<file path="src/hw/rtl/opbb_pkg.sv">
// ----------------------------------------------------------------------------
// opbb_pkg
// Shared types and register codes of the opaque pixel bounding box block.
// ----------------------------------------------------------------------------
package opbb_pkg;

    // configuration port widths
    localparam int CfgIdxW  = 2;
    localparam int CfgDataW = 16;
    localparam int SizeW    = 11;
    localparam int PixelW   = 16;

    // result field widths
    localparam int PosW = 10;
    localparam int LenW = 11;

    // register indexes
    localparam logic [CfgIdxW-1:0] REG_FRAME_WIDTH  = 2'd0;
    localparam logic [CfgIdxW-1:0] REG_FRAME_HEIGHT = 2'd1;
    localparam logic [CfgIdxW-1:0] REG_KEY_COLOR    = 2'd2;

    // register reset values
    localparam logic [SizeW-1:0]  FRAME_WIDTH_RST  = 11'd320;
    localparam logic [SizeW-1:0]  FRAME_HEIGHT_RST = 11'd240;
    localparam logic [PixelW-1:0] KEY_COLOR_RST    = 16'd0;

    typedef logic [CfgIdxW-1:0]  t_cfg_idx;
    typedef logic [CfgDataW-1:0] t_cfg_data;
    typedef logic [SizeW-1:0]    t_size;
    typedef logic [PixelW-1:0]   t_pixel;

    // one frame result
    typedef struct packed {
        logic            empty_res;
        logic            whole_frame;
        logic [PosW-1:0] box_left;
        logic [PosW-1:0] box_top;
        logic [LenW-1:0] box_width;
        logic [LenW-1:0] box_height;
    } t_frame_res;

endpackage

</file>
<file path="src/hw/rtl/opaque_pixel_bounding_box.sv">
// Result: a frame result becomes valid in the cycle after its last pixel item is accepted.
// Throughput: one pixel item per cycle; the tracker updates position and box for each
// accepted item; the input stalls only while a result waits on a held-off receiver.
// Reset: synchronous active-low; clears counters, box and result valid, restores
// frame size 320 x 240 and key color 0, and drops a partly received frame.
// ----------------------------------------------------------------------------
// opaque_pixel_bounding_box
// Bounding box of non-transparent pixels over a raster frame, one result per
// frame.
// ----------------------------------------------------------------------------
module opaque_pixel_bounding_box #(
    parameter int MAX_WIDTH  = 1024,
    parameter int MAX_HEIGHT = 1024
) (
    input  logic                  i_clk,
    input  logic                  i_rst_n,
    // pixel input channel
    input  logic                  i_in_valid,
    output logic                  o_in_ready,
    input  opbb_pkg::t_pixel      i_pixel,
    // result channel
    output logic                  o_out_valid,
    input  logic                  i_out_ready,
    output logic                  o_empty_res,
    output logic                  o_whole_frame,
    output logic [9:0]            o_box_left,
    output logic [9:0]            o_box_top,
    output logic [10:0]           o_box_width,
    output logic [10:0]           o_box_height,
    // configuration write channel
    input  logic                  i_cfg_valid,
    output logic                  o_cfg_ready,
    input  opbb_pkg::t_cfg_idx    i_cfg_index,
    input  opbb_pkg::t_cfg_data   i_cfg_data
);
    import opbb_pkg::*;

    t_size      r_frame_w, r_frame_h;
    t_pixel     r_key;
    logic       r_out_valid, n_out_valid;
    t_frame_res r_res;
    t_frame_res trk_res;
    logic       step, done;

    // configuration registers
    assign o_cfg_ready = 1'b1;

    always_ff @(posedge i_clk) begin
        if (!i_rst_n) begin
            r_frame_w <= FRAME_WIDTH_RST;
            r_frame_h <= FRAME_HEIGHT_RST;
            r_key     <= KEY_COLOR_RST;
        end else if (i_cfg_valid) begin
            case (i_cfg_index)
                REG_FRAME_WIDTH:  r_frame_w <= i_cfg_data[SizeW-1:0];
                REG_FRAME_HEIGHT: r_frame_h <= i_cfg_data[SizeW-1:0];
                REG_KEY_COLOR:    r_key     <= i_cfg_data[PixelW-1:0];
                default: begin
                end
            endcase
        end
    end

    // accept an item unless a result is stuck in the output register
    assign o_in_ready = !r_out_valid || i_out_ready;
    assign step       = i_in_valid && o_in_ready;

    opbb_tracker #(
        .MAX_WIDTH  (MAX_WIDTH),
        .MAX_HEIGHT (MAX_HEIGHT)
    ) u_tracker (
        .i_clk     (i_clk),
        .i_rst_n   (i_rst_n),
        .i_step    (step),
        .i_pixel   (i_pixel),
        .i_frame_w (r_frame_w),
        .i_frame_h (r_frame_h),
        .i_key     (r_key),
        .o_done    (done),
        .o_res     (trk_res)
    );

    // result register
    always_comb begin
        if (done) begin
            n_out_valid = 1'b1;
        end else if (i_out_ready) begin
            n_out_valid = 1'b0;
        end else begin
            n_out_valid = r_out_valid;
        end
    end

    always_ff @(posedge i_clk) begin
        if (!i_rst_n) begin
            r_out_valid <= 1'b0;
        end else begin
            r_out_valid <= n_out_valid;
        end
    end

    always_ff @(posedge i_clk) begin
        if (done) begin
            r_res <= trk_res;
        end
    end

    assign o_out_valid   = r_out_valid;
    assign o_empty_res   = r_res.empty_res;
    assign o_whole_frame = r_res.whole_frame;
    assign o_box_left    = r_res.box_left;
    assign o_box_top     = r_res.box_top;
    assign o_box_width   = r_res.box_width;
    assign o_box_height  = r_res.box_height;

endmodule

</file>
<file path="src/hw/rtl/opbb_tracker.sv">
// ----------------------------------------------------------------------------
// opbb_tracker
// Raster position counters and running box; forms the frame result on the
// last pixel of a frame.
// ----------------------------------------------------------------------------
module opbb_tracker #(
    parameter int MAX_WIDTH  = 1024,
    parameter int MAX_HEIGHT = 1024
) (
    input  logic                 i_clk,
    input  logic                 i_rst_n,
    input  logic                 i_step,
    input  opbb_pkg::t_pixel     i_pixel,
    input  opbb_pkg::t_size      i_frame_w,
    input  opbb_pkg::t_size      i_frame_h,
    input  opbb_pkg::t_pixel     i_key,
    output logic                 o_done,
    output opbb_pkg::t_frame_res o_res
);
    import opbb_pkg::*;

    localparam int CW   = $clog2(MAX_WIDTH);
    localparam int RW   = $clog2(MAX_HEIGHT);
    localparam int WSW  = (CW + 1 > SizeW) ? CW + 1 : SizeW;
    localparam int HSW  = (RW + 1 > SizeW) ? RW + 1 : SizeW;
    localparam logic [WSW-1:0] MaxW = WSW'(MAX_WIDTH);
    localparam logic [HSW-1:0] MaxH = HSW'(MAX_HEIGHT);

    logic [CW-1:0] r_col, n_col, r_lc, n_lc, r_gc, n_gc;
    logic [RW-1:0] r_row, n_row, r_lr, n_lr, r_gr, n_gr;
    logic          r_found, n_found;

    logic [WSW-1:0] fw_ext, w_full;
    logic [HSW-1:0] fh_ext, h_full;
    logic [CW:0]    w_eff, col_inc, bw;
    logic [RW:0]    h_eff, row_inc, bh;
    logic           opaque, col_last, row_last;
    logic [CW-1:0]  b_lc, b_gc;
    logic [RW-1:0]  b_lr, b_gr;
    logic           b_found;
    logic [31:0]    left_x, top_x, bw_x, bh_x;

    // effective frame size: zero acts as one, saturate at the maximum
    always_comb begin
        fw_ext = WSW'(i_frame_w);
        fh_ext = HSW'(i_frame_h);
        if (fw_ext == '0) begin
            w_full = WSW'(1);
        end else if (fw_ext > MaxW) begin
            w_full = MaxW;
        end else begin
            w_full = fw_ext;
        end
        if (fh_ext == '0) begin
            h_full = HSW'(1);
        end else if (fh_ext > MaxH) begin
            h_full = MaxH;
        end else begin
            h_full = fh_ext;
        end
        w_eff = w_full[CW:0];
        h_eff = h_full[RW:0];
    end

    // end of row and end of frame
    assign col_inc  = (CW+1)'(r_col) + (CW+1)'(1);
    assign row_inc  = (RW+1)'(r_row) + (RW+1)'(1);
    assign col_last = !(col_inc < w_eff);
    assign row_last = !(row_inc < h_eff);
    assign opaque   = (i_pixel != i_key);

    // box including the current pixel
    always_comb begin
        b_found = r_found;
        b_lc    = r_lc;
        b_gc    = r_gc;
        b_lr    = r_lr;
        b_gr    = r_gr;
        if (opaque) begin
            b_found = 1'b1;
            if (!r_found) begin
                b_lc = r_col;
                b_gc = r_col;
                b_lr = r_row;
                b_gr = r_row;
            end else begin
                if (r_col < r_lc) b_lc = r_col;
                if (r_col > r_gc) b_gc = r_col;
                if (r_row < r_lr) b_lr = r_row;
                if (r_row > r_gr) b_gr = r_row;
            end
        end
    end

    // next state
    always_comb begin
        n_col   = r_col;
        n_row   = r_row;
        n_found = r_found;
        n_lc    = r_lc;
        n_gc    = r_gc;
        n_lr    = r_lr;
        n_gr    = r_gr;
        if (i_step) begin
            n_found = b_found;
            n_lc    = b_lc;
            n_gc    = b_gc;
            n_lr    = b_lr;
            n_gr    = b_gr;
            if (!col_last) begin
                n_col = col_inc[CW-1:0];
            end else begin
                n_col = '0;
                if (!row_last) begin
                    n_row = row_inc[RW-1:0];
                end else begin
                    n_row   = '0;
                    n_found = 1'b0;
                    n_lc    = '0;
                    n_gc    = '0;
                    n_lr    = '0;
                    n_gr    = '0;
                end
            end
        end
    end

    always_ff @(posedge i_clk) begin
        if (!i_rst_n) begin
            r_col   <= '0;
            r_row   <= '0;
            r_found <= 1'b0;
            r_lc    <= '0;
            r_gc    <= '0;
            r_lr    <= '0;
            r_gr    <= '0;
        end else begin
            r_col   <= n_col;
            r_row   <= n_row;
            r_found <= n_found;
            r_lc    <= n_lc;
            r_gc    <= n_gc;
            r_lr    <= n_lr;
            r_gr    <= n_gr;
        end
    end

    // frame result
    assign bw     = (CW+1)'(b_gc) - (CW+1)'(b_lc) + (CW+1)'(1);
    assign bh     = (RW+1)'(b_gr) - (RW+1)'(b_lr) + (RW+1)'(1);
    assign left_x = 32'(b_lc);
    assign top_x  = 32'(b_lr);
    assign bw_x   = 32'(bw);
    assign bh_x   = 32'(bh);
    assign o_done = i_step && col_last && row_last;

    always_comb begin
        if (!b_found) begin
            o_res.empty_res   = 1'b1;
            o_res.whole_frame = 1'b0;
            o_res.box_left    = '0;
            o_res.box_top     = '0;
            o_res.box_width   = '0;
            o_res.box_height  = '0;
        end else begin
            o_res.empty_res   = 1'b0;
            o_res.whole_frame = (bw == w_eff) && (bh == h_eff);
            o_res.box_left    = left_x[PosW-1:0];
            o_res.box_top     = top_x[PosW-1:0];
            o_res.box_width   = bw_x[LenW-1:0];
            o_res.box_height  = bh_x[LenW-1:0];
        end
    end

endmodule

</file>
<file path="config.mk">
export PLATFORM = sky130hd
export DESIGN_NAME = opaque_pixel_bounding_box
export DESIGN_NICKNAME = d
export VERILOG_FILES = /design/src/hw/rtl/opbb_pkg.sv /design/src/hw/rtl/opaque_pixel_bounding_box.sv /design/src/hw/rtl/opbb_tracker.sv
export SDC_FILE = /design/constraint.sdc
export NUM_CORES = 1
export LEC_CHECK = 0
export ABC_AREA = 1
export BUFFER_PORTS_ARGS = -buffer_cell sky130_fd_sc_hd__buf_2
export CELL_PAD_IN_SITES_DETAIL_PLACEMENT = 0
export CELL_PAD_IN_SITES_GLOBAL_PLACEMENT = 1
export CORE_MARGIN = 1.5
export CORE_UTILIZATION = 29
export CTS_BUF_LIST = sky130_fd_sc_hd__clkbuf_16
export DETAILED_ROUTE_END_ITERATION = 10
export MAX_ROUTING_LAYER = met4
export PLACE_DENSITY = 0.59
export SLEW_MARGIN = 25
export SYNTH_ARGS = -nofsm -noshare
export SYNTH_HDL_FRONTEND = slang
export SYNTH_SLANG_ARGS = --single-unit
</file>
<file path="constraint.sdc">
create_clock -name i_clk -period 10.59 [get_ports i_clk]
set_clock_uncertainty 0.1 [all_clocks]
set_input_delay 3.177 -clock i_clk [delete_from_list [all_inputs] [get_ports i_clk]]
set_output_delay 3.177 -clock i_clk [all_outputs]
set_load 0.02 [all_outputs]
</file>
Yosys cells after proc, flatten, opt, wreduce, memory -nomap -nowiden
Cells that the tools add are included.
{"block": "word_totals", "ram_bits": 0, "romBits": 0, "n_memories": 0, "latchBits": 0, "in_bits": 39, "register_bits": 144}
{"block": "classes", "n_div": 0, "n_lt_le_gt_ge": 8, "n_mul": 0, "addsub": 6, "mux": 32, "n_shift": 0, "bitwise": 1, "n_reduce_logical": 16, "eq_ne": 5}
{"cell": "10-bit two-way mux", "count": 22}
{"cell": "11-bit two-way mux", "count": 4}
{"cell": "44-bit two-way mux", "count": 1}
{"cell": "10-bit by 1-bit adder with 11-bit output, second input constant", "count": 2}
{"cell": "11-bit by 1-bit adder with 11-bit output, second input constant", "count": 2}
{"cell": "11-bit equality test", "count": 2}
{"cell": "11-bit > comparator, second input constant", "count": 2}
{"cell": "11-bit zero test", "count": 2}
{"cell": "11-bit less-than comparator", "count": 2}
{"cell": "10-bit by 10-bit subtractor with 11-bit output", "count": 2}
{"cell": "10-bit > comparator", "count": 2}
{"cell": "10-bit less-than comparator", "count": 2}
{"cell": "16-bit inequality test", "count": 1}
{"cell": "2-bit AND reduction", "count": 4}
{"cell": "1-bit two-way mux", "count": 5}
{"cell": "1-bit logical AND", "count": 4}
{"cell": "1-bit zero test", "count": 3}
{"cell": "2-bit by 1-bit equality test with 1-bit output, second input constant", "count": 1}
{"cell": "2-bit equality test, second input constant", "count": 1}
{"cell": "2-bit zero test", "count": 1}
{"cell": "2-bit nonzero test", "count": 1}
{"cell": "1-bit logical OR", "count": 1}
{"cell": "1-bit inverter", "count": 1}

Logic depth before layout (Yosys ltp)
Gate-level depths: netlist of run 1.
{"block": "logic_depth", "word_depth": 9, "depth_mapped": 31, "mapped_depth_nobuf": 30}

Hierarchy
Synthesis of run 1 repeated with hierarchy kept, for this count alone.
{"block": "hier_totals", "hier_cells": 1442, "area_unflattened_um2": 10375.0}
{"module": "opbb_tracker", "area_per_inst_um2": 7399.6, "n_inst": 1, "cells_per_inst": 1154, "seq_area_each_um2": 1221.2}
{"module": "opaque_pixel_bounding_box", "area_per_inst_um2": 2975.4, "n_inst": 1, "cells_per_inst": 288, "seq_area_each_um2": 2102.0}

Worst setup path before layout of run 1
OpenSTA, ideal clock, no wires.
{"block": "synth_timing", "kind": "input to output", "from": "in i_out_ready", "to": "out o_in_ready", "stages": 2, "t_arrival_ns": 3.373, "required_time_ns": 7.313, "setup_slack_ns": 3.940, "path_cell_list": "inv_1 nand2_1"}
{"block": "synth_between", "elab_chain_cells": 1}
{"element": "start, declared", "line_no": "opaque_pixel_bounding_box.sv:23", "rtl": "input logic i_out_ready,"}
{"element": "1-bit logical OR", "line_no": "opaque_pixel_bounding_box.sv:65", "rtl": "assign o_in_ready = !r_out_valid || i_out_ready;"}
{"element": "end, declared", "line_no": "opaque_pixel_bounding_box.sv:19", "rtl": "output logic o_in_ready,"}
Every way passes these cells.

Worst setup path after layout of run 1
{"block": "layout_timing", "from": "in i_pixel[13]", "to": "reg r_res (netlist bit o_whole_frame), data pin"}
{"block": "layout_between", "elab_chain_cells": 6, "word_cells_on_any_way": 13, "classes_between": "add/sub: 4; eq/ne: 3; mux: 5; reduce/logical: 1"}
{"element": "start, declared", "line_no": "opaque_pixel_bounding_box.sv:20", "rtl": "input opbb_pkg::t_pixel i_pixel,"}
{"element": "16-bit inequality test", "line_no": "opbb_tracker.sv:70", "rtl": "assign opaque = (i_pixel != i_key);"}
{"element": "10-bit two-way mux", "line_no": "opbb_tracker.sv:79", "rtl": "if (opaque) begin"}
{"element": "net u_tracker.b_lc[1]", "line_no": "opbb_tracker.sv:38", "rtl": "logic [CW-1:0] b_lc, b_gc;"}
{"element": "10-bit by 10-bit subtractor with 11-bit output", "line_no": "opbb_tracker.sv:149", "rtl": "assign bw = (CW+1)'(b_gc) - (CW+1)'(b_lc) + (CW+1)'(1);"}
{"element": "11-bit by 1-bit adder with 11-bit output", "line_no": "opbb_tracker.sv:149"}
{"element": "11-bit equality test", "line_no": "opbb_tracker.sv:167", "rtl": "o_res.whole_frame = (bw == w_eff) && (bh == h_eff);"}
{"element": "1-bit logical AND", "line_no": "opbb_tracker.sv:167"}
{"element": "end signal, assigned", "line_no": "opaque_pixel_bounding_box.sv:104", "rtl": "r_res <= trk_res;"}
{"element": "end, declared", "line_no": "opaque_pixel_bounding_box.sv:41", "rtl": "t_frame_res r_res;"}
The timed path passes the listed nets, and every way through them passes these cells.
A chain may end at the register's enable or synchronous reset.

==> flow_summary.toml, run 1 <==
[outcome]
status = "complete, no violations"

[clocking]
cts_root_buf = "clkbuf_16"
cts.sinks = 144
cts_hold_buf = 0
h-tree-depth = 4
cts_buffer_depth = 2
ctsResizeCount = 0
cts_buffers = 17
postCtsSetupBuffers = 0
path_clk_slew_ns = 0.06
cts_tree = "done"
clock_latency_ns = 0.45

[finish]
final_cell_area_sq_um = 11020
drive_gt1_frac = 0.09482
areaGrowthSynthToFinish_pct = 13.28
nFillCells = 3665
nets = 1614

[floorplanning]
die_w_um = 186.1
fp.dieH_um = 186.1
die_area_sq_um = 34640
core_area_sq_um = 32780
num_rows = 66
io_pins = 86
start_util = 0.2966

[timing]
final_max_slew_viol_count = 0
setup_violations = 0
tightest_slew_ns = 0.9732
post-route-period-util = 0.6854
relSlewSlack = 0.3472
fmax_mhz = 137.8
post-route-min-period_ns = 7.259
rsz0062_at_grt = "no"
final_hold_viol_count = 0
setup-tns-final_ns = 0

[grt]
grt_pass1_vias = 8367
grt_pass1_wl_um = 46480
grt-ovfl-total = 0
grt_use_total = 0.1829
antenna_found_initial = 1
grt_max_degree = 53

[worst_setup_path]
crit_path_max_fanout = 25
r2r-end = "o_whole_frame"
r2r_setup_slack_ns = 5.78
arrival_ns = 7.47
cp-end-kind = "flop"
reg2reg_depth = 24
critPathLaunch = "i_pixel[13]"
r2r-start = "r_key[8]"
critPathRequiredTime_ns = 10.80
path_class = "in -> reg"
cp-start-kind = "input port"

[synth]
avgSynthCellArea_sq_um = 6.882
async_flop_share = 0
yosysSeqAreaShare = 0.3417
synth_top_cell_by_area = "dfxtp_1"
synthTopCellsByCount = "nand2_1 (405), inv_1 (210), nor2_1 (141)"
syn_nets = 1552
syn-cell-area_sq_um = 9724
yosysMostFrequentCell = "nand2_1"
yosysWarningCount = 0
synth_edf_count = 44
ys_ff_latch = 144
synth.top_cell.area_share = 0.2059
ys.flop_type = "dfxtp_1"
synth_area_leaders = "dfxtp_1 (21%), nand2_1 (16%), edfxtp_1 (14%)"
syn_inst = 1413
ys_types = 41

[pwr]
power.leakage_uw = 0.005418
combPwrFrac = 0.470
power_frac_seq = 0.288
p_int_uw = 1280
power_density_nw_per_um2 = 204.7
pwr-share-clk = 0.243
power_uw = 2254
power_switching_uw = 974.8
switching_share = 0.4324
ir_drop_uv = 113.1

[hold_path]
min_path_cells = 2
hold_class = "reg -> reg"
hold-path-endpoint = "r_key[15]"
hp-start = "r_key[15]"

[detailed_routing]
vias = 8786
routed_wl_um = 29210
routed_via_density = 4.552
drc = 0
first_pass_iters = 7
drt_iter0_drc = 559
final_antenna_net_count = 0
wire_per_inst_um = 15.14

[place]
dpl_cell_area_sq_um = 10500
port_buffers = 84
gp_congestion = 0.8847
dp_hpwl_um = 21640

[run]
max_cap_violations = 0
[cells in the final DEF, fill, tap and decap left out, drive strengths merged]
cell type  synthesis  layout
o2bb2ai            1       1
xnor2              3       3
nor2             142     142
inv              215     219
o22ai              1       1
nor4               3       3
nor3               8       8
o21bai             4       4
nand3b            10      10
diode              0       1
nand3             94      94
a21o               1       1
dfxtp            100     100
nand4              8       8
o21ai             69      69
xor2              19      19
conb               1       1
or2                2       2
o211ai             5       5
and2               2       2
clkbuf            26      17
clkinv             2      12
a211oi             1       1
a31oi              3       3
buf               21      90
o21a               4       4
a21oi            114     114
ha                98      98
nand2            410     410
edfxtp            44      44
fa                 2       2
[critical path: stages]
cell	delay (ns)
buf_2	0.09
inv_1	0.03
nand2_1	0.04
nand2_1	0.05
nor2_1	0.09
nand2_1	0.07
nor2_1	0.28
nand2_2	0.42
nand2_1	0.67
nand2_1	0.09
o21ai_1	0.16
inv_1	0.10
ha_1	0.29
inv_1	0.06
ha_1	0.15
inv_1	0.05
fa_1	0.38
nand3b_1	0.19
nand2_1	0.13
nand4_1	0.09
nand3_1	0.09
xor2_1	0.27
xor2_1	0.26
nand3_1	0.11
nor2_1	0.09
[sequential cells by signal, summed over array words and instances (netlist names)]
| name | count |
|---|---|
| u_tracker.r_gr | 10 |
| r_key | 16 |
| u_tracker.r_gc | 10 |
| o_whole_frame | 1 |
| r_frame_h | 11 |
| o_box_height | 11 |
| u_tracker.r_col | 10 |
| o_box_top | 10 |
| o_box_width | 11 |
| u_tracker.r_lr | 10 |
| u_tracker.r_lc | 10 |
| o_out_valid | 1 |
| r_frame_w | 11 |
| o_box_left | 10 |
| o_empty_res | 1 |
| u_tracker.r_row | 10 |
| u_tracker.r_found | 1 |
[stage by stage]
stage | worst slack [ns] | utilization | instances | hold slack [ns]
3_5_place_dp | 2.827 | 0.3203 | 1898 | 0.3521
6_report | 3.331 | 0.3360 | 1930 | 0.3576
5_1_grt | 2.759 | 0.3360 | 1930 | 0.3792
3_3_place_gp | 2.857 | 0.3203 | 1898 | 0.3482
4_1_cts | 3.293 | 0.3356 | 1929 | 0.3644
2_1_floorplan | 3.940 | - | 1413 | 0.3355
[metal layers]
| metal | vias up | global-route usage | wire, um |
|---|---|---|---|
| met2 | 141 | 0.2734 | 12580 |
| met3 | 21 | 0.03013 | 1038 |
| met5 | - | - | 0 |
| met1 | 3977 | 0.2563 | 15290 |
| met4 | 0 | 0.04258 | 306 |
| li1 | 4647 | - | - |
[cell families after synthesis]
group,synth area share
buf+inv,0.1096
fa+ha+maj,0.1302
other cells,0.0003856
flops,0.3417
compound gates,0.1116
xor+xnor,0.01982
simple gates,0.2867
[worst max path at each step]
stage                    end  slack [ns]  depth (start not counted)
6_report       o_whole_frame        3.33                         25
5_1_grt        o_whole_frame        2.76                         27
4_1_cts        o_whole_frame        3.29                         25
3_5_place_dp   o_whole_frame        2.83                         24
3_3_place_gp   o_whole_frame        2.86                         25
2_1_floorplan     o_in_ready        3.94                          2
[power groups by stage]
stage          clock network (uW)  registers (uW)  logic [uW]
2_1_floorplan                   0             655         754
3_5_place_dp                    0             660        1060
5_1_grt                       581             651        1230
6_report                      547             649        1060
4_1_cts                       565             648        1070
3_3_place_gp                    0             660        1060
[layout make-up]
| type | instances | area, sq um | share of cell area |
|---|---|---|---|
| multi-input cells | 1005 | 5355 | 0.4861 |
| flip-flops and latches | 144 | 3323 | 0.3017 |
| inverters | 217 | 814.5 | 0.07394 |
| well taps | 442 | 553.0 | 0.05020 |
| repair buffers | 90 | 465.4 | 0.04225 |
| clock buffers | 17 | 425.4 | 0.03862 |
| clock inverters | 14 | 76.32 | 0.006929 |
| diodes | 1 | 2.502 | 0.0002272 |
(Power assumes the default switching activity.)
==> inputs of run 2 (changes only) <==
--- a/config.mk
+++ b/config.mk
@@ -5,7 +5,7 @@
 export SDC_FILE = /design/constraint.sdc
 export NUM_CORES = 1
 export LEC_CHECK = 0
-export ABC_AREA = 1
+export ABC_AREA = 0
 export BUFFER_PORTS_ARGS = -buffer_cell sky130_fd_sc_hd__buf_2
 export CELL_PAD_IN_SITES_DETAIL_PLACEMENT = 0
 export CELL_PAD_IN_SITES_GLOBAL_PLACEMENT = 1
@@ -14,7 +14,7 @@
 export CTS_BUF_LIST = sky130_fd_sc_hd__clkbuf_16
 export DETAILED_ROUTE_END_ITERATION = 10
 export MAX_ROUTING_LAYER = met4
-export PLACE_DENSITY = 0.59
+export PLACE_DENSITY = 0.56
 export SLEW_MARGIN = 25
 export SYNTH_ARGS = -nofsm -noshare
 export SYNTH_HDL_FRONTEND = slang
==> constraint.sdc (replaced) <==
create_clock -name i_clk -period 6.8 [get_ports i_clk]
set_clock_uncertainty 0.1 [all_clocks]
set_input_delay 2.04 -clock i_clk [delete_from_list [all_inputs] [get_ports i_clk]]
set_output_delay 2.04 -clock i_clk [all_outputs]
set_load 0.02 [all_outputs]
==> flow_summary.toml, run 2 <==
[worst_setup_path]
cpMaxStageDelayCell = "fa_1"
path_cells = "buf_2 > xor2_1 > nor4_1 > nand4_1 > buf_4 > inv_2 > nor2_2 > mux2_2 > ha_1 > inv_1 > ha_1 > inv_1 > fa_1 > nor2_1 > a221o_1 > nor4_2 > nand4_1 > or4b_1 > nor4_2 > nand4_1 > nor4_2"
path_buf_inv = 5
arrival_ns = 6.23
reg2reg_depth = 20
max_stage_delay_ns = 0.52
cp-end-kind = "flop"
critPathRequiredTime_ns = 6.96
crit_family = "simple AND/OR/NAND/NOR gates"
r2r_setup_slack_ns = 1.43
crit_path_max_fanout = 5
path_class = "in -> reg"
r2r-start = "u_tracker.r_gc[3]"
cp-start-kind = "input port"
r2r-end = "o_whole_frame"
critPathLaunch = "i_pixel[13]"

[detailed_routing]
routed_via_density = 4.908
vias = 7435
first_pass_iters = 4
wire_per_inst_um = 17.44
drc = 0
final_antenna_net_count = 0
routed_wl_um = 26430
drt_iter0_drc = 457

[synth]
yosysSeqAreaShare = 0.3621
avgSynthCellArea_sq_um = 9.060
syn-cell-area_sq_um = 9178
synth_edf_count = 44
synth_area_leaders = "dfxtp_1 (22%), edfxtp_1 (14%), ha_1 (13%)"
async_flop_share = 0
yosysMostFrequentCell = "nand2_1"
syn_inst = 1013
syn_nets = 1152
synthTopCellsByCount = "nand2_1 (137), dfxtp_1 (100), ha_1 (98)"
synth_top_cell_by_area = "dfxtp_1"
ys.flop_type = "dfxtp_1"
yosysWarningCount = 0
ys_types = 76
ys_ff_latch = 144
synth.top_cell.area_share = 0.2181

[place]
dp_hpwl_um = 20210
place_inst = 1483
port_buffers = 84
pre_cts_ws_ns = 0.2665
gp_congestion = 0.8266

[hold_path]
hold-path-endpoint = "r_key[8]"
hold_class = "reg -> reg"
hp-start = "r_key[8]"
min_path_cells = 2

[timing]
holdWs_ns = 0.3770
tightest_slew_ns = 0.8543
final_max_slew_viol_count = 0
setup-tns-final_ns = 0
setup_ws_ns = 0.7282
post-route-min-period_ns = 6.072
post-route-period-util = 0.8929
rsz0062_at_grt = "no"
final_hold_viol_count = 0
setup_violations = 0
relSlewSlack = 0.4305
fmax_mhz = 164.7

[finish]
nets = 1245
final_common_cell = "nand2_1"
drive_gt1_frac = 0.1752
mostFrequentLayoutCells = "nand2_1 (137), dfxtp_1 (100), ha_1 (98)"
multiInputGateArea_sq_um = 5409
diodes = 0
nFillCells = 3225
areaGrowthSynthToFinish_pct = 17.16
seqCellArea_sq_um = 3323
largest_reg_flops = 16
largest_register = "r_key"
stdcell_count = 1515

[clocking]
path_clk_slew_ns = 0.07
h-tree-depth = 4
ctsResizeCount = 0
cts_buffers = 17
cts_hold_buf = 0
cts_root_buf = "clkbuf_16"
cts_tree = "done"
cts_buffer_depth = 2
clock_latency_ns = 0.43
cts.sinks = 144
postCtsSetupBuffers = 0

[floorplanning]
die_w_um = 180.9
die_area_sq_um = 32720
fp.dieH_um = 180.9
num_rows = 64
io_pins = 86
start_util = 0.2977
core_area_sq_um = 30830

[pwr]
power.leakage_uw = 0.004760
power_uw = 2052
power_density_nw_per_um2 = 190.8
ir_drop_uv = 136.0

[grt]
grt-ovfl-total = 0
grt_use_total = 0.1689
antenna_found_initial = 0
use_met3 = 0.02117
met1_usage = 0.2395
grt_busiest_layer = "met2"
grt_util_met2 = 0.2558
grt_pass1_wl_um = 41610
grt_pass1_vias = 7403
grt_max_degree = 77

[outcome]
status = "complete, no violations"

[run]
max_cap_violations = 0
[run 2: cell families after synthesis]
logic type      after synthesis  share of synthesized area
compound gates              205                     0.1530
xor+xnor                     65                    0.06517
fa+ha+maj                   100                     0.1380
buf+inv                     113                    0.04935
flops                       144                     0.3621
mux                          42                    0.04840
other cells                   1                  0.0004086
simple gates                343                     0.1836
[run 2: area by class of cell]
type                            count  share of cell area
Sequential cell                   144              0.3091
Clock buffer                       17             0.03956
Clock inverter                     15             0.01420
Multi-Input combinational cell    756              0.5030
Inverter                           66             0.02316
Tap cell                          396             0.04608
Timing Repair Buffer              121             0.06493
[run 2: metrics by stage]
stage          cell area [sq um]    util
2_1_floorplan               9178       -
3_5_place_dp               10170  0.3300
6_report                   10750  0.3488
3_3_place_gp               10170  0.3300
5_1_grt                    10750  0.3488
4_1_cts                    10750  0.3487
[run 2: power by group]
part           switching [uW]  internal [uW]  total (uW)
Clock                     431            517         948
Combinational             115           80.6         196
Sequential               15.2            893         908
Total                     562           1490        2050
[run 2: worst max-delay path by stage]
stage,endpoint,depth (start not counted)
3_3_place_gp,o_whole_frame,21
3_5_place_dp,o_whole_frame,21
5_1_grt,o_whole_frame,21
4_1_cts,o_whole_frame,21
2_1_floorplan,o_whole_frame,19
6_report,o_whole_frame,21
[run 2: worst register-to-register path: cells and delay by family, from the launching register on]
family | cells | cell delay [ns]
adder cells (fa/ha/maj) | 3 | 1.18
buffers and inverters | 2 | 0.12
multiplexers | 1 | 0.37
flip-flops | 1 | 0.38
AND/OR/NAND/NOR | 8 | 1.79
AO/OA/AOI/OAI | 6 | 1.26
[run 2: routing by layer]
layer	vias to the layer above	wire length, um
met5	-	0
met4	0	191
met3	12	763
met2	137	11300
met1	3511	14170
li1	3775	-
==> inputs of run 3 (changes only) <==
--- a/config.mk
+++ b/config.mk
@@ -18,4 +18,5 @@
 export SLEW_MARGIN = 25
 export SYNTH_ARGS = -nofsm -noshare
 export SYNTH_HDL_FRONTEND = slang
+export SYNTH_HIERARCHICAL = 1
 export SYNTH_SLANG_ARGS = --single-unit
==> flow_summary.toml, run 3 <==
[worst_setup_path]
crit_family = "simple AND/OR/NAND/NOR gates"
max_stage_delay_ns = 0.47
critPathRequiredTime_ns = 6.97
cpMaxStageDelayCell = "nor4_1"
path_class = "in -> reg"
crit_path_max_fanout = 6
cp-start-kind = "input port"
arrival_ns = 6.52
r2r-start = "u_tracker/r_row[6]"
r2r-end = "o_whole_frame"
reg2reg_depth = 20
r2r_setup_slack_ns = 1.40
cp-end-kind = "flop"
path_buf_inv = 4
path_cells = "buf_2 > xor2_1 > nor4_1 > nand4_1 > buf_4 > nand2_1 > a31oi_1 > mux2_2 > ha_1 > inv_1 > ha_1 > inv_1 > fa_1 > xnor2_1 > xnor2_1 > nor4_1 > nand4_1 > nor4_1 > nand4_1 > nor4_2"
crit_cells = 20

[clocking]
cts_buffer_depth = 2
ctsResizeCount = 0
cts.sinks = 144
cts_tree = "done"
postCtsSetupBuffers = 0
cts_root_buf = "clkbuf_16"
path_clk_slew_ns = 0.07
clock_latency_ns = 0.44
h-tree-depth = 4
cts_buffers = 17
cts_hold_buf = 0

[finish]
multiInputGateArea_sq_um = 5534
stdcell_count = 1511
nets = 1235
mostFrequentLayoutCells = "nand2_1 (111), dfxtp_1 (100), ha_1 (98)"
seqCellArea_sq_um = 3323
largest_register = "r_key"
areaGrowthSynthToFinish_pct = 17.06
drive_gt1_frac = 0.1731
final_core_util = 0.3454
nFillCells = 3312
largest_reg_flops = 16
diodes = 0
final_common_cell = "nand2_1"
final_cell_area_sq_um = 10930

[synth]
synth.top_cell.area_share = 0.2145
async_flop_share = 0
syn_nets = 1139
synth_area_leaders = "dfxtp_1 (21%), edfxtp_1 (14%), ha_1 (13%)"
synthTopCellsByCount = "nand2_1 (111), dfxtp_1 (100), ha_1 (98)"
synth_edf_count = 44
yosysMostFrequentCell = "nand2_1"
ys.flop_type = "dfxtp_1"
ys_ff_latch = 144
avgSynthCellArea_sq_um = 9.334
syn_inst = 1000
yosysWarningCount = 6
synth_top_cell_by_area = "dfxtp_1"
ys_types = 82
syn-cell-area_sq_um = 9334
yosysSeqAreaShare = 0.3560

[detailed_routing]
routed_wl_um = 28020
final_antenna_net_count = 0
vias = 7472
drc = 0
first_pass_iters = 4
wire_per_inst_um = 18.54
routed_via_density = 4.945
drt_iter0_drc = 421

[place]
place_inst = 1479
pre_cts_ws_ns = -0.03676
dpl_cell_area_sq_um = 10350
gp_congestion = 0.8346
dp_hpwl_um = 21140
port_buffers = 84

[timing]
fmax_mhz = 157.3
relSlewSlack = 0.3894
final_max_slew_viol_count = 0
rsz0062_at_grt = "no"
setup_ws_ns = 0.4445
setup_violations = 0
post-route-period-util = 0.9346
holdWs_ns = 0.3749
final_hold_viol_count = 0
tightest_slew_ns = 0.9160
post-route-min-period_ns = 6.355

[floorplanning]
die_w_um = 182.4
io_pins = 86
num_rows = 65
die_area_sq_um = 33270
fp.dieH_um = 182.4
core_area_sq_um = 31640
start_util = 0.2950

[hold_path]
hp-start = "r_key[5]"
min_path_cells = 2
hold-path-endpoint = "r_key[5]"
hold_class = "reg -> reg"

[grt]
grt_pass1_wl_um = 44200
grt_use_total = 0.1790
grt-ovfl-total = 0
antenna_found_initial = 0
grt_max_degree = 86
grt_pass1_vias = 7591

[pwr]
power_density_nw_per_um2 = 188.5
power.leakage_uw = 0.004770
ir_drop_uv = 167.3

[outcome]
status = "complete, no violations"

[run]
max_cap_violations = 0
==> run 3: worst max path at each step <==
| stage | slack (ns) | startpoint | to |
|---|---|---|---|
| finish | 0.44 | i_pixel[7] | o_whole_frame |
| global route | 0.01 | i_pixel[7] | o_whole_frame |
| CTS | 0.38 | i_pixel[7] | o_whole_frame |
| detailed placement | -0.04 | i_pixel[7] | o_whole_frame |
| global placement | -0.1 | i_pixel[7] | o_whole_frame |
| floorplan | 0.86 | i_pixel[2] | o_whole_frame |
==> run 3: power breakdown <==
group / leakage, uW / internal [uW] / total [uW] / switching, uW
Combinational: 0.00328 / 81.1 / 197 / 116
Clock: 0.000288 / 516 / 955 / 439
Sequential: 0.00120 / 893 / 907 / 14.5
Total: 0.00477 / 1490 / 2060 / 569
==> run 3: cell type report <==
cell class	count	share of cell area
clock inverter	15	0.01374
sequential	144	0.3041
tap	402	0.04603
multi-input combinational	739	0.5065
inverter	68	0.02336
timing repair buffer	126	0.06733
clock buffer	17	0.03893
==> run 3: per-stage QoR <==
stage                     TNS (ns)  power [uW]
after global placement    -0.09622        1125
after CTS                        0        2099
final                            0        2059
after detailed placement  -0.03676        1124
after floorplan                  0        1052
after global routing             0        2144
==> run 3: layer usage <==
layer | global-route usage | up-vias | part of all wire
li1 | - | 3775 | -
met5 | - | - | 0
met4 | 0.04430 | 0 | 0.013
met1 | 0.2466 | 3518 | 0.51
met2 | 0.2759 | 159 | 0.44
met3 | 0.02514 | 20 | 0.034
==> run 3: cell families (layout without fill, tap and decap cells) <==
kind of cell | after synthesis | count (layout) | share of synthesized area
and+or+nand+nor | 308 | 308 | 0.1690
xor gates and xnor gates | 59 | 59 | 0.05831
buffers and inverters | 117 | 226 | 0.05268
DFF | 144 | 144 | 0.3560
muxes | 58 | 58 | 0.06314
adders and majority gates | 100 | 100 | 0.1357
AOI/OAI and AO/OA | 213 | 213 | 0.1647
other | 1 | 1 | 0.0004018
==> run 3: worst min-delay path, cell delays in order, from the launching register on <==
cell and delay, ns:
dfxtp_1 0.32, nand2_1 0.06, mux2i_1 0.05
